===== config.mk =====
export PLATFORM = sky130hd
export DESIGN_NAME = field_separator_detector_flat
export DESIGN_NICKNAME = d
export VERILOG_FILES = /design/src/fsd_pkg.sv /design/src/fsd_in_if.sv /design/src/fsd_out_if.sv /design/src/fsd_cfg_if.sv /design/src/field_separator_detector.sv /design/src/fsd_decide.sv /design/src/flat_wrapper.sv
export VERILOG_INCLUDE_DIRS = /design/src /design/src/src
export SDC_FILE = /design/constraint.sdc
export NUM_CORES = 2
export LEC_CHECK = 0
export BUFFER_PORTS_ARGS = -buffer_cell sky130_fd_sc_hd__buf_2
export CAP_MARGIN = 10
export CORE_MARGIN = 5
export CORE_UTILIZATION = 50
export CTS_BUF_LIST = sky130_fd_sc_hd__clkbuf_4 sky130_fd_sc_hd__clkbuf_8
export CTS_CLUSTER_DIAMETER = 30
export DETAILED_ROUTE_END_ITERATION = 8
export PLACE_DENSITY = 0.75
export SYNTH_ARGS = -nofsm -noshare
export SYNTH_HDL_FRONTEND = slang
export SYNTH_SLANG_ARGS = --single-unit

===== constraint.sdc =====
create_clock -name clk -period 7.7 [get_ports clk]
set_input_delay 0.77 -clock clk [delete_from_list [all_inputs] [get_ports clk]]
set_output_delay 0.77 -clock clk [all_outputs]
set_load 0.02 [all_outputs]

===== src/field_separator_detector_macros.svh =====
// Assertion macros used by field_separator_detector.sv.
`ifndef FIELD_SEPARATOR_DETECTOR_MACROS_SVH
`define FIELD_SEPARATOR_DETECTOR_MACROS_SVH

// Same-cycle implication, disabled while in reset
`define FSD_ASSERT_NOW(label, clk, rst_n, ante, cons, msg) \
	label: assert property (@(posedge clk) disable iff (!rst_n) (ante) |-> (cons)) \
		else $error(msg);

// Next-cycle implication, disabled while in reset
`define FSD_ASSERT_NEXT(label, clk, rst_n, ante, cons, msg) \
	label: assert property (@(posedge clk) disable iff (!rst_n) (ante) |=> (cons)) \
		else $error(msg);

`endif


===== src/fsd_pkg.sv =====
`default_nettype none

package fsd_pkg;

	// Fixed field widths
	localparam int FSD_LEN_W      = 25;
	localparam int FSD_ROWS_W     = 8;
	localparam int FSD_CFG_IDX_W  = 8;
	localparam int FSD_CFG_DATA_W = 32;

	// Defaults for the top-level parameters
	localparam int FSD_NUM_SEP = 4;
	localparam int FSD_COUNT_W = 25;

	// Register reset values
	localparam logic [FSD_LEN_W-1:0]  FSD_MAX_LEN_RST = 25'd16777216;
	localparam logic [FSD_ROWS_W-1:0] FSD_ROWS_RST    = 8'd10;

	// Register indexes
	localparam logic [FSD_CFG_IDX_W-1:0] REG_MAX_LINE_LEN  = 8'd0;
	localparam logic [FSD_CFG_IDX_W-1:0] REG_ROWS_TO_CHECK = 8'd1;

	// Item kinds
	localparam logic KIND_BYTE = 1'b0;
	localparam logic KIND_EOS  = 1'b1;

	// Line terminators
	localparam logic [7:0] CHAR_LF = 8'h0A;
	localparam logic [7:0] CHAR_CR = 8'h0D;

	typedef enum logic [1:0] {
		PH_HEADER = 2'd0,
		PH_ROW    = 2'd1,
		PH_CHECK  = 2'd2,
		PH_DONE   = 2'd3
	} phase_t;

	typedef enum logic [1:0] {
		OUT_FOUND   = 2'd0,
		OUT_NO_LINE = 2'd1,
		OUT_NO_SEP  = 2'd2,
		OUT_AMBIG   = 2'd3
	} outcome_t;

	// Separator character for each slot; slots past the fourth are NUL
	function automatic logic [7:0] fsd_sep_char(input logic [2:0] idx);
		logic [7:0] c;
		case (idx)
			3'd0:    c = 8'h2C;  // comma
			3'd1:    c = 8'h09;  // tab
			3'd2:    c = 8'h20;  // space
			3'd3:    c = 8'h3B;  // semicolon
			default: c = 8'h00;
		endcase
		return c;
	endfunction

endpackage

`default_nettype wire


===== src/fsd_in_if.sv =====
`default_nettype none

interface fsd_in_if import fsd_pkg::*; ();
	logic       valid;
	logic       ready;
	logic       kind;
	logic [7:0] data_byte;

	modport source (output valid, output kind, output data_byte, input ready);
	modport sink   (input valid, input kind, input data_byte, output ready);
endinterface

`default_nettype wire


===== src/fsd_out_if.sv =====
`default_nettype none

interface fsd_out_if import fsd_pkg::*; ();
	logic       valid;
	logic       ready;
	outcome_t   outcome;
	logic [7:0] header_sep_char;
	logic [7:0] data_sep_char;

	modport source (output valid, output outcome, output header_sep_char,
		output data_sep_char, input ready);
	modport sink   (input valid, input outcome, input header_sep_char,
		input data_sep_char, output ready);
endinterface

`default_nettype wire


===== src/fsd_cfg_if.sv =====
`default_nettype none

interface fsd_cfg_if import fsd_pkg::*; ();
	logic                      valid;
	logic                      ready;
	logic [FSD_CFG_IDX_W-1:0]  reg_index;
	logic [FSD_CFG_DATA_W-1:0] wdata;

	modport source (output valid, output reg_index, output wdata, input ready);
	modport sink   (input valid, input reg_index, input wdata, output ready);
endinterface

`default_nettype wire


===== src/field_separator_detector.sv =====
// field_separator_detector
//
// Channels: stream takes one item per handshake, either a data byte
// (kind 0) or an end-of-stream mark (kind 1). result gives one item per
// end-of-stream mark: outcome plus the chosen header and data separator.
// cfg writes max_line_length (index 0) and rows_to_check (index 1); it is
// always ready and should only be used while no stream item is in flight.
// Throughput: one stream item per cycle while stream is ready. A data byte updates the line
// counters in the cycle it is accepted and gives no result.
// Result: the acceptance of an end-of-stream mark captures the final counts
// in the capture stage; the match is then registered in the output register
// when result can advance. The line state is cleared at the acceptance edge,
// so a new stream may start in the following cycle.
// Stall: if result is stalled, one result waits in the output register and
// one captured end-of-stream may wait behind it; once both are held, stream
// drops ready for every item until result takes the waiting one.
// Reset: arst_n clears all line and count state and loads the register
// defaults (16777216 and 10). Nothing is pending after reset.
`default_nettype none

`include "field_separator_detector_macros.svh"

module field_separator_detector import fsd_pkg::*; #(
	parameter int NUM_SEPARATORS = FSD_NUM_SEP,
	parameter int COUNT_WIDTH    = FSD_COUNT_W
) (
	input  wire logic  clk,
	input  wire logic  arst_n,
	fsd_in_if.sink     stream,
	fsd_out_if.source  result,
	fsd_cfg_if.sink    cfg
);

	localparam logic [COUNT_WIDTH-1:0] CNT_MAX = '1;

	// Registers
	logic [FSD_LEN_W-1:0]  max_len_q;
	logic [FSD_ROWS_W-1:0] rows_to_check_q;

	// Live line state
	phase_t                 phase_q, phase_d;
	logic                   pending_cr_q, pending_cr_d;
	logic [FSD_LEN_W-1:0]   line_len_q, line_len_d;
	logic [COUNT_WIDTH-1:0] line_cnt_q [NUM_SEPARATORS];
	logic [COUNT_WIDTH-1:0] line_cnt_d [NUM_SEPARATORS];
	logic [COUNT_WIDTH-1:0] hdr_cnt_q  [NUM_SEPARATORS];
	logic [COUNT_WIDTH-1:0] hdr_cnt_d  [NUM_SEPARATORS];
	logic [COUNT_WIDTH-1:0] row_cnt_q  [NUM_SEPARATORS];
	logic [COUNT_WIDTH-1:0] row_cnt_d  [NUM_SEPARATORS];
	logic                   incons_q   [NUM_SEPARATORS];
	logic                   incons_d   [NUM_SEPARATORS];
	logic [FSD_ROWS_W-1:0]  rows_chk_q, rows_chk_d;

	// Line-finish results
	phase_t                 fin_phase;
	logic [COUNT_WIDTH-1:0] fin_hdr [NUM_SEPARATORS];
	logic [COUNT_WIDTH-1:0] fin_row [NUM_SEPARATORS];
	logic                   fin_inc [NUM_SEPARATORS];
	logic [FSD_ROWS_W-1:0]  fin_rc;

	// Capture stage and output register
	logic                   eos_s1;
	phase_t                 phase_s1;
	logic [COUNT_WIDTH-1:0] hdr_s1 [NUM_SEPARATORS];
	logic [COUNT_WIDTH-1:0] row_s1 [NUM_SEPARATORS];
	logic                   inc_s1 [NUM_SEPARATORS];
	logic                   out_valid_q;
	outcome_t               outcome_q;
	logic [7:0]             hsep_q;
	logic [7:0]             dsep_q;
	outcome_t               dec_outcome;
	logic [7:0]             dec_hsep;
	logic [7:0]             dec_dsep;

	logic                 in_fire;
	logic                 advance;
	logic                 is_eos;
	logic [FSD_LEN_W-1:0] limit;
	logic [7:0]           b;
	logic                 cut;
	logic                 is_lf;
	logic                 is_cr;

	assign advance      = !out_valid_q || result.ready;
	assign stream.ready = !eos_s1 || advance;
	assign in_fire      = stream.valid && stream.ready;
	assign is_eos       = (stream.kind == KIND_EOS);
	assign b            = stream.data_byte;
	assign limit        = (max_len_q == '0) ? FSD_LEN_W'(1) : max_len_q;
	assign cut          = (line_len_q >= limit);
	assign is_lf        = (b == CHAR_LF);
	assign is_cr        = (b == CHAR_CR);
	assign cfg.ready    = 1'b1;

	// Effect of ending the current line (no effect when it is empty)
	always_comb begin
		fin_phase = phase_q;
		fin_rc    = rows_chk_q;
		fin_hdr   = hdr_cnt_q;
		fin_row   = row_cnt_q;
		fin_inc   = incons_q;
		if (line_len_q != '0) begin
			case (phase_q)
				PH_HEADER: begin
					fin_hdr   = line_cnt_q;
					fin_phase = PH_ROW;
				end
				PH_ROW: begin
					fin_row   = line_cnt_q;
					fin_rc    = '0;
					fin_phase = (rows_to_check_q != '0) ? PH_CHECK : PH_DONE;
				end
				PH_CHECK: begin
					for (int s = 0; s < NUM_SEPARATORS; s++)
						if (line_cnt_q[s] != row_cnt_q[s])
							fin_inc[s] = 1'b1;
					fin_rc = rows_chk_q + 1'b1;
					if (fin_rc >= rows_to_check_q)
						fin_phase = PH_DONE;
				end
				default: ;
			endcase
		end
	end

	// Next live state for an accepted data byte
	always_comb begin
		phase_d      = phase_q;
		pending_cr_d = pending_cr_q;
		line_len_d   = line_len_q;
		line_cnt_d   = line_cnt_q;
		hdr_cnt_d    = hdr_cnt_q;
		row_cnt_d    = row_cnt_q;
		incons_d     = incons_q;
		rows_chk_d   = rows_chk_q;
		if (phase_q != PH_DONE) begin
			pending_cr_d = 1'b0;
			if (!(pending_cr_q && is_lf)) begin
				if (cut || is_lf || is_cr) begin
					phase_d    = fin_phase;
					hdr_cnt_d  = fin_hdr;
					row_cnt_d  = fin_row;
					incons_d   = fin_inc;
					rows_chk_d = fin_rc;
					line_len_d = '0;
					for (int s = 0; s < NUM_SEPARATORS; s++)
						line_cnt_d[s] = '0;
				end
				if (!(cut && fin_phase == PH_DONE)) begin
					if (is_cr) begin
						pending_cr_d = 1'b1;
					end else if (!is_lf) begin
						line_len_d = (cut ? '0 : line_len_q) + 1'b1;
						for (int s = 0; s < NUM_SEPARATORS; s++) begin
							line_cnt_d[s] = cut ? '0 : line_cnt_q[s];
							if (b == fsd_sep_char(3'(s)) && line_cnt_d[s] != CNT_MAX)
								line_cnt_d[s] = line_cnt_d[s] + 1'b1;
						end
					end
				end
			end
		end
	end

	// Configuration registers
	always_ff @(posedge clk or negedge arst_n) begin
		if (!arst_n) begin
			max_len_q       <= FSD_MAX_LEN_RST;
			rows_to_check_q <= FSD_ROWS_RST;
		end else if (cfg.valid) begin
			case (cfg.reg_index)
				REG_MAX_LINE_LEN:  max_len_q       <= cfg.wdata[FSD_LEN_W-1:0];
				REG_ROWS_TO_CHECK: rows_to_check_q <= cfg.wdata[FSD_ROWS_W-1:0];
				default: ;
			endcase
		end
	end

	// Live line state; an end-of-stream returns it to reset
	always_ff @(posedge clk or negedge arst_n) begin
		if (!arst_n) begin
			phase_q      <= PH_HEADER;
			pending_cr_q <= 1'b0;
			line_len_q   <= '0;
			rows_chk_q   <= '0;
			for (int s = 0; s < NUM_SEPARATORS; s++) begin
				line_cnt_q[s] <= '0;
				hdr_cnt_q[s]  <= '0;
				row_cnt_q[s]  <= '0;
				incons_q[s]   <= 1'b0;
			end
		end else if (in_fire) begin
			if (is_eos) begin
				phase_q      <= PH_HEADER;
				pending_cr_q <= 1'b0;
				line_len_q   <= '0;
				rows_chk_q   <= '0;
				for (int s = 0; s < NUM_SEPARATORS; s++) begin
					line_cnt_q[s] <= '0;
					hdr_cnt_q[s]  <= '0;
					row_cnt_q[s]  <= '0;
					incons_q[s]   <= 1'b0;
				end
			end else begin
				phase_q      <= phase_d;
				pending_cr_q <= pending_cr_d;
				line_len_q   <= line_len_d;
				rows_chk_q   <= rows_chk_d;
				line_cnt_q   <= line_cnt_d;
				hdr_cnt_q    <= hdr_cnt_d;
				row_cnt_q    <= row_cnt_d;
				incons_q     <= incons_d;
			end
		end
	end

	// Capture stage: final counts of a stream
	always_ff @(posedge clk or negedge arst_n) begin
		if (!arst_n)
			eos_s1 <= 1'b0;
		else if (in_fire && is_eos)
			eos_s1 <= 1'b1;
		else if (advance)
			eos_s1 <= 1'b0;
	end

	always_ff @(posedge clk) begin
		if (in_fire && is_eos) begin
			if (phase_q != PH_DONE) begin
				phase_s1 <= fin_phase;
				hdr_s1   <= fin_hdr;
				row_s1   <= fin_row;
				inc_s1   <= fin_inc;
			end else begin
				phase_s1 <= phase_q;
				hdr_s1   <= hdr_cnt_q;
				row_s1   <= row_cnt_q;
				inc_s1   <= incons_q;
			end
		end
	end

	fsd_decide #(
		.NUM_SEPARATORS (NUM_SEPARATORS),
		.COUNT_WIDTH    (COUNT_WIDTH)
	) u_decide (
		.phase           (phase_s1),
		.hdr_cnt         (hdr_s1),
		.row_cnt         (row_s1),
		.incons          (inc_s1),
		.outcome         (dec_outcome),
		.header_sep_char (dec_hsep),
		.data_sep_char   (dec_dsep)
	);

	// Output register
	always_ff @(posedge clk or negedge arst_n) begin
		if (!arst_n)
			out_valid_q <= 1'b0;
		else if (advance)
			out_valid_q <= eos_s1;
	end

	always_ff @(posedge clk) begin
		if (advance && eos_s1) begin
			outcome_q <= dec_outcome;
			hsep_q    <= dec_hsep;
			dsep_q    <= dec_dsep;
		end
	end

	assign result.valid           = out_valid_q;
	assign result.outcome         = outcome_q;
	assign result.header_sep_char = hsep_q;
	assign result.data_sep_char   = dsep_q;

	// Checks
	`FSD_ASSERT_NEXT(a_eos_clears, clk, arst_n, in_fire && is_eos,
		phase_q == PH_HEADER && !pending_cr_q && line_len_q == '0,
		"line state not cleared after end of stream")
	`FSD_ASSERT_NOW(a_done_empty_line, clk, arst_n, phase_q == PH_DONE,
		line_len_q == '0, "line length nonzero in done phase")
	`FSD_ASSERT_NEXT(a_capture_held, clk, arst_n, eos_s1 && !advance,
		eos_s1 && $stable(phase_s1), "captured end of stream lost under stall")
	`FSD_ASSERT_NOW(a_chars_only_found, clk, arst_n,
		out_valid_q && outcome_q != OUT_FOUND,
		hsep_q == 8'h00 && dsep_q == 8'h00, "separator given without a match")

endmodule

`default_nettype wire


===== src/fsd_decide.sv =====
`default_nettype none

// Header-to-row separator matching over a snapshot of the counts
module fsd_decide import fsd_pkg::*; #(
	parameter int NUM_SEPARATORS = FSD_NUM_SEP,
	parameter int COUNT_WIDTH    = FSD_COUNT_W
) (
	input  phase_t                 phase,
	input  logic [COUNT_WIDTH-1:0] hdr_cnt [NUM_SEPARATORS],
	input  logic [COUNT_WIDTH-1:0] row_cnt [NUM_SEPARATORS],
	input  logic                   incons  [NUM_SEPARATORS],
	output outcome_t               outcome,
	output logic [7:0]             header_sep_char,
	output logic [7:0]             data_sep_char
);

	localparam int SEP_IDX_W = (NUM_SEPARATORS > 1) ? $clog2(NUM_SEPARATORS) : 1;

	logic                 any_match;
	logic                 multi_match;
	logic                 any_nonzero;
	logic [SEP_IDX_W-1:0] hi;
	logic [SEP_IDX_W-1:0] di;

	// Pair scan: last match wins, note whether more than one pair matched
	always_comb begin
		logic m;
		any_match   = 1'b0;
		multi_match = 1'b0;
		any_nonzero = 1'b0;
		hi          = '0;
		di          = '0;
		for (int h = 0; h < NUM_SEPARATORS; h++) begin
			for (int d = 0; d < NUM_SEPARATORS; d++) begin
				if (phase == PH_CHECK || phase == PH_DONE)
					m = (hdr_cnt[h] != '0) && !incons[d] && (hdr_cnt[h] == row_cnt[d]);
				else
					m = (hdr_cnt[h] != '0) && (h == d);
				if (m) begin
					multi_match = multi_match | any_match;
					any_match   = 1'b1;
					hi          = SEP_IDX_W'(h);
					di          = SEP_IDX_W'(d);
				end
			end
			if (hdr_cnt[h] != '0 || row_cnt[h] != '0 || incons[h])
				any_nonzero = 1'b1;
		end
	end

	// Result
	always_comb begin
		header_sep_char = 8'h00;
		data_sep_char   = 8'h00;
		if (phase == PH_HEADER) begin
			outcome = OUT_NO_LINE;
		end else if (any_match && !multi_match) begin
			outcome         = OUT_FOUND;
			header_sep_char = fsd_sep_char(3'(hi));
			data_sep_char   = fsd_sep_char(3'(di));
		end else if (multi_match || any_nonzero) begin
			outcome = OUT_AMBIG;
		end else begin
			outcome = OUT_NO_SEP;
		end
	end

endmodule

`default_nettype wire

===== src/flat_wrapper.sv =====
// flat-port wrapper written by rule: the top's interface ports become plain ports
module field_separator_detector_flat import fsd_pkg::*;
#(
	parameter int NUM_SEPARATORS = FSD_NUM_SEP,
	parameter int COUNT_WIDTH    = FSD_COUNT_W
)
  (clk, arst_n, stream_valid, stream_kind, stream_data_byte, stream_ready, result_valid, result_outcome, result_header_sep_char, result_data_sep_char, result_ready, cfg_valid, cfg_reg_index, cfg_wdata, cfg_ready);
  fsd_in_if stream_i ();
  fsd_out_if result_i ();
  fsd_cfg_if cfg_i ();
  input  wire logic clk;
  input  wire logic arst_n;
  input wire logic [$bits(stream_i.valid)-1:0] stream_valid;
  input wire logic [$bits(stream_i.kind)-1:0] stream_kind;
  input wire logic [$bits(stream_i.data_byte)-1:0] stream_data_byte;
  output wire logic [$bits(stream_i.ready)-1:0] stream_ready;
  output wire logic [$bits(result_i.valid)-1:0] result_valid;
  output wire logic [$bits(result_i.outcome)-1:0] result_outcome;
  output wire logic [$bits(result_i.header_sep_char)-1:0] result_header_sep_char;
  output wire logic [$bits(result_i.data_sep_char)-1:0] result_data_sep_char;
  input wire logic [$bits(result_i.ready)-1:0] result_ready;
  input wire logic [$bits(cfg_i.valid)-1:0] cfg_valid;
  input wire logic [$bits(cfg_i.reg_index)-1:0] cfg_reg_index;
  input wire logic [$bits(cfg_i.wdata)-1:0] cfg_wdata;
  output wire logic [$bits(cfg_i.ready)-1:0] cfg_ready;
  assign stream_i.valid = stream_valid;
  assign stream_i.kind = stream_kind;
  assign stream_i.data_byte = stream_data_byte;
  assign stream_ready = stream_i.ready;
  assign result_valid = result_i.valid;
  assign result_outcome = result_i.outcome;
  assign result_header_sep_char = result_i.header_sep_char;
  assign result_data_sep_char = result_i.data_sep_char;
  assign result_i.ready = result_ready;
  assign cfg_i.valid = cfg_valid;
  assign cfg_i.reg_index = cfg_reg_index;
  assign cfg_i.wdata = cfg_wdata;
  assign cfg_ready = cfg_i.ready;
  field_separator_detector #(.NUM_SEPARATORS(NUM_SEPARATORS), .COUNT_WIDTH(COUNT_WIDTH)) u_core (.clk(clk), .arst_n(arst_n), .stream(stream_i), .result(result_i), .cfg(cfg_i));
endmodule

Word level (Yosys, flattened, before mapping)
Cells that the tools add are included.
{"block": "classes", "add_sub_neg": 6, "mul": 0, "n_div": 0, "magnitude_cmp": 2, "eq_ne": 44, "shifts": 0, "mux": 173, "bitwise": 15, "n_reduce_logical": 92}
{"operator": "$mux W100", "count": 21}
{"operator": "$mux W25", "count": 17}
{"operator": "$eq A25 B25 Y1", "count": 16}
{"operator": "$reduce_bool A25 Y1", "count": 9}
{"operator": "$mux W8", "count": 25}
{"operator": "$add A25 B1 Y25 const B", "count": 5}
{"operator": "$ne A25 B25 Y1", "count": 4}
{"operator": "$ne A25 B25 Y1 const B", "count": 4}
{"operator": "$mux W1", "count": 67}
{"operator": "$mux W2", "count": 32}
{"operator": "$pmux W8 S4", "count": 2}
{"operator": "$logic_and A1 B1 Y1", "count": 42}
{"operator": "$eq A8 B8 Y1", "count": 4}
{"operator": "$mux W4", "count": 7}
{"operator": "$ge A25 B25 Y1", "count": 1}
{"operator": "$logic_not A25 Y1", "count": 1}
{"operator": "$eq A2 B2 Y1 const B", "count": 8}
{"operator": "$eq A8 B4 Y1 const B", "count": 2}
{"operator": "$pmux W8 S2", "count": 1}
{"operator": "$logic_or A1 B1 Y1", "count": 14}
{"operator": "$or A1 B1 Y1", "count": 14}
{"operator": "$add A8 B1 Y8 const B", "count": 1}
{"operator": "$eq A8 B1 Y1 const B", "count": 1}
{"operator": "$ge A8 B8 Y1", "count": 1}
{"operator": "15 further kinds", "count": 33}
{"block": "totals", "regBits": 599, "latch_bits": 0, "mem_bits_rw": 0, "mem_bits_ro": 0, "inputBits": 54, "out_inout_bits": 21, "elab_cells": 373, "memories": 0}

Depth between registers and ports, before layout
{"block": "depth", "word_depth": 38, "mapped_depth": 26, "depth_no_buf": 23}

By module
From an unflattened synthesis, not the netlist that was laid out.
{"block": "hier_totals", "cells_unflattened": 3254, "area_unflattened_um2": 34247.8}
{"mod": "field_separator_detector", "n_inst": 1, "cells_each": 2330, "area_per_inst_um2": 27996.9, "seq_area_each_um2": 16114.2}
{"mod": "fsd_decide", "n_inst": 1, "cells_each": 924, "area_per_inst_um2": 6251.0, "seq_area_each_um2": 0.0}

Least setup slack after synthesis
Ideal clock, no wire load.
{"block": "synth_path", "kind": "input to register", "from": "input port result_ready", "to": "register u_core.row_cnt_q[10] in the netlist's numbering", "setup_ns": 0.121, "arrival_ns": 6.953, "t_required_ns": 7.579, "path_slack_ns": 0.626, "path_stages": 8, "n_path_buf": 1, "path_cell_list": "nand3b_1 nand3_1 inv_1 nor2_1 a21oi_1 nand2_1 clkbuf_1 a22o_1"}
{"block": "synth_via", "elab_chain_cells": 4}
{"element": "start, declared", "line": "flat_wrapper.sv:21", "source": "input wire logic [$bits(result_i.ready)-1:0] result_ready;"}
{"element": "$logic_or A1 B1 Y1", "line": "field_separator_detector.sv:84", "source": "assign advance = !out_valid_q || result.ready;"}
{"element": "$logic_or A1 B1 Y1", "line": "field_separator_detector.sv:85", "source": "assign stream.ready = !eos_s1 || advance;"}
{"element": "$logic_and A1 B1 Y1", "line": "field_separator_detector.sv:86", "source": "assign in_fire = stream.valid && stream.ready;"}
{"element": "$reduce_and A4 Y1 (no line)"}
{"element": "end signal, assigned", "line": "field_separator_detector.sv:211", "source": "row_cnt_q <= row_cnt_d;"}
{"element": "end, declared", "line": "field_separator_detector.sv:48", "source": "logic [COUNT_WIDTH-1:0] row_cnt_q [NUM_SEPARATORS];"}
No other way between the ends.
A chain may end at the register's enable or synchronous reset.

Worst setup path after layout
{"block": "layout_path", "from": "register u_core.max_len_q[0]", "to": "register u_core.line_len_q[24]"}
{"block": "layout_via", "elab_chain_cells": 12, "word_cells_on_any_way": 15, "classes_between": "add/sub (1); order compare (1); mux (9); reduce/logical (4)"}
{"element": "start, declared", "line": "field_separator_detector.sv:37", "source": "logic [FSD_LEN_W-1:0] max_len_q;"}
{"element": "start signal, assigned", "line": "field_separator_detector.sv:172", "source": "REG_MAX_LINE_LEN: max_len_q <= cfg.wdata[FSD_LEN_W-1:0];"}
{"element": "$logic_not A25 Y1", "line": "field_separator_detector.sv:89", "source": "assign limit = (max_len_q == '0) ? FSD_LEN_W'(1) : max_len_q;"}
{"element": "$mux W25 *", "line": "field_separator_detector.sv:89"}
{"element": "$ge A25 B25 Y1 *", "line": "field_separator_detector.sv:90", "source": "assign cut = (line_len_q >= limit);"}
{"element": "branches (longest 5 deep; another with $add A25 B1 Y25)"}
{"element": "$mux W25 *", "line": "field_separator_detector.sv:149", "source": "if (!(cut && fin_phase == PH_DONE)) begin"}
{"element": "$mux W25 *", "line": "field_separator_detector.sv:138", "source": "if (!(pending_cr_q && is_lf)) begin"}
{"element": "$mux W25 *", "line": "field_separator_detector.sv:136", "source": "if (phase_q != PH_DONE) begin"}
{"element": "$mux W25 *", "line": "field_separator_detector.sv:193", "source": "if (is_eos) begin"}
{"element": "end signal, assigned", "line": "field_separator_detector.sv:207", "source": "line_len_q <= line_len_d;"}
{"element": "end, declared", "line": "field_separator_detector.sv:43", "source": "logic [FSD_LEN_W-1:0] line_len_q, line_len_d;"}
Mark *: on every way between the ends. The select of a mux whose other input is x is not followed.

==> impl_metrics.yaml <==
clocking:
  cts_buffers: 131
  post-cts-setup-buffers: 0
  cts_hold_buf: 0
  cts_num_sinks: 593
  cts_resized: 0
  clk_pin_slew_ns: 0.05
  root_buffer: "clkbuf_8"
  clockBufferDepth: 3
  h-tree-depth: 4
  clk_latency_ns: 0.79
  cts_tree: "yes"
logic_synthesis:
  synth_compound_area_share_pct: 12.8
  syn_area_per_cell_um2: 9.95
  syn-cell-area_um2: 35300
  synth_flop_cell: "dfrtp_1"
  ys_top_cells_by_count: "dfrtp_1, xor2_1, clkbuf_1"
  async_flop_share_pct: 63.2
  synth-edff-count: 218
  synth.most_common_cell: "dfrtp_1"
  synth-simple-area-share_pct: 17.4
  ys_top_cells_by_area: "dfrtp_1, edfxtp_1, xor2_1, mux2_2, a31o_2"
  synth_fa_ha_area_share_pct: 1.41
  synthDistinctLibCells: 91
  ys_seq_elements: 593
  netlist_instances: 3551
  synth_top_area_share_pct: 26.4
  yosysSeqAreaShare_pct: 45.1
  synth_mux_area_share_pct: 5.12
  yosysWarnings: 0
  synth_top_family_by_area: "simple AND/OR/NAND/NOR gates"
  synth_top_cell_by_area: "dfrtp_1"
  synth_xor_area_share_pct: 12.5
timing:
  tightest_slew_ns: 1.10
  fmaxAchievable_mhz: 174
  hold_violations: 0
  slew_viol_final: 0
  clock_skew_ns: 0.0404
  fin_crit_ns: 5.75
  setup_viol: 0
  fin_crit_sh_pct: 74.7
  relSlewSlack_pct: 24.6
  finalSetupTns_ns: 0
  rsz0062_at_grt: "false"
place:
  port_buffers: 62
  dpl_cell_area_um2: 35600
  place.gp.congestion: 1.07
  place_hpwl_mm: 78.9
detailed_routing:
  vias_per_cell: 6.43
  num_vias: 28400
  drc: 0
  first_pass_iters: 6
  routed_wl_mm: 119
  drtIter0Drc: 3136
  wl_per_cell_um: 26.9
  ant_nets: 0
critical_path:
  worst_path_max_delay_cell: "o21ai_2"
  crit_arrival_ns: 6.46
  critPathTopFamily: "simple AND/OR/NAND/NOR gates"
  end_kind: "flip-flop"
  crit_buf_inv: 0
  crit_fanout: 8
  path_cells: "nor4_1 -> nand2_1 -> nor4_1 -> a41o_1 -> ha_1 -> nand2_1 -> nor4_1 -> o31a_1 -> a211o_1 -> o21ai_2 -> nand2_1 -> nor2_1 -> ha_1 -> nand3_1 -> nor4_2 -> and3_1 -> and3_1 -> and3_1 -> nand3_1 -> or3_1 -> or4_1 -> nand3_1"
  cpPeakStageDelay_ns: 0.61
  setup.worst_path.class: "flip-flop to flip-flop"
  required_ns: 8.40
  start_kind: "flip-flop"
job:
  drv_cap: 0
final_layout:
  layout-drive-gt1-share_pct: 20.3
  syn2layout_area_growth_pct: 9.74
  final_nets: 3467
  seq_area_um2: 15900
  multi_input_area_um2: 17500
  nFillCells: 6001
  stdcell_area_um2: 38800
status:
  outcome: "complete, no violations"
grt:
  grt_use_total_pct: 31.0
  grt_pass1_vias: 27700
  overflow: 0
  antenna_found_initial: 1
  grt_max_degree: 161
  grt_pass1_wl_mm: 178
power_and_ir_drop:
  powerDensity_nw_per_um2: 236
  clkPwrFrac_pct: 45.7
  pwr-share-comb_pct: 14.9
  switching_power_mw: 2.70
  swShare_pct: 29.6
  ir_drop_uv: 174
  power.internal_mw: 6.43
  leakage_nw: 16.4
  seq_power_share_pct: 39.3
floorplan:
  placementRows: 97
  start_util_pct: 50.4
  io_pins: 75
  die_h_um: 276
  dieArea_um2: 76100
  die_x_um: 276
  coreArea_um2: 70000
worst_hold_path:
  hold_class: "input pin to asynchronous set/reset pin"
==> final timing paths <==
path                            depth (start not counted)                    end            startpoint  slack (ns)
worst max-delay path                                   22  u_core.line_len_q[24]   u_core.max_len_q[0]        1.95
worst min-delay path                                    1   u_core.max_len_q[12]                arst_n        0.06
worst max register to register                         22  u_core.line_len_q[24]   u_core.max_len_q[0]        1.95
worst min register to register                          2   u_core.hdr_cnt_q[59]  u_core.hdr_cnt_q[59]        0.48
max in group asynchronous                               2   u_core.line_cnt_q[6]                arst_n        6.16
min in group clk                                        3   u_core.max_len_q[19]         cfg_wdata[19]        0.18
==> metrics by stage <==
stage	hold WS (ns)	instances	power, mW	setup WS, ns	utilization [%]
after floorplan	0.444	3554	4.50	0.626	-
after global placement	0.460	4181	4.97	2.14	50.8
after detailed placement	0.475	4181	4.98	2.05	50.8
after CTS	0.0468	4423	9.14	1.98	55.3
after global routing	0.0526	4424	9.43	1.59	55.4
final	0.0617	4426	9.14	1.95	55.4
==> layer usage <==
| layer | GRT usage, % | vias up | wire [um] |
|---|---|---|---|
| met2 | 45.4 | 1581 | 51500 |
| li1 | - | 12400 | - |
| met5 | 0.642 | - | 67 |
| met4 | 15.0 | 3 | 6300 |
| met3 | 9.41 | 404 | 13200 |
| met1 | 42.2 | 14000 | 47900 |
==> cell type report <==
type                       instances  area share, %
antenna                            3         0.0194
clock buffer                     181           5.93
clock inverter                    61           2.30
inverter                          76          0.768
multi-input combinational       2473           45.2
sequential                       593           41.1
tap                              940           3.03
timing repair buffer              99           1.67
==> layout by cell type, fill, tap and decap left out, drive strengths merged, types with 27 or more instances in the layout <==
cell type  count
nor2          91
nand3        103
mux2         158
nand4         88
edfxtp       218
a31oi         46
inv           82
dfrtp        372
xor2         350
and2         169
clkbuf       181
buf           99
nand2        261
a31o         160
a22o          35
or4           27
ha            39
o21ai        185
a21oi         43
xnor2        155
nor4         175
and3          49
nor3          77
a21o          27
==> cells by family (layout without fill, tap and decap cells) <==
group,after synthesis,in the layout
AND/OR/NAND/NOR,1127,1127
multiplexers,161,161
adder cells (fa/ha/maj),40,40
XOR/XNOR,505,505
AO/OA/AOI/OAI,635,635
buffers and inverters,488,417
flip-flops,593,593
other,2,8
==> flip-flops by register name (all words and copies together) (netlist names) <==
register,flops
u_core.eos_s1,1
u_core.hdr_cnt_q,100
u_core.hdr_s1,100
u_core.inc_s1,4
u_core.incons_q,4
u_core.line_cnt_q,100
u_core.line_len_q,25
u_core.max_len_q,25
u_core.pending_cr_q,1
u_core.phase_q,2
u_core.phase_s1,2
u_core.result.data_sep_char,5
u_core.result.header_sep_char,5
u_core.result.outcome,2
u_core.result.valid,1
u_core.row_cnt_q,100
u_core.row_s1,100
u_core.rows_chk_q,8
u_core.rows_to_check_q,8
==> power groups by stage <==
stage               logic [mW]  clock network [mW]  registers (mW)
detailed placement        1.35                   0            3.63
floorplan                 1.03                   0            3.48
global placement          1.33                   0            3.63
global route              1.45                4.39            3.59
finish                    1.37                4.18            3.59
CTS                       1.35                4.22            3.58
(Power assumes the default switching activity.)
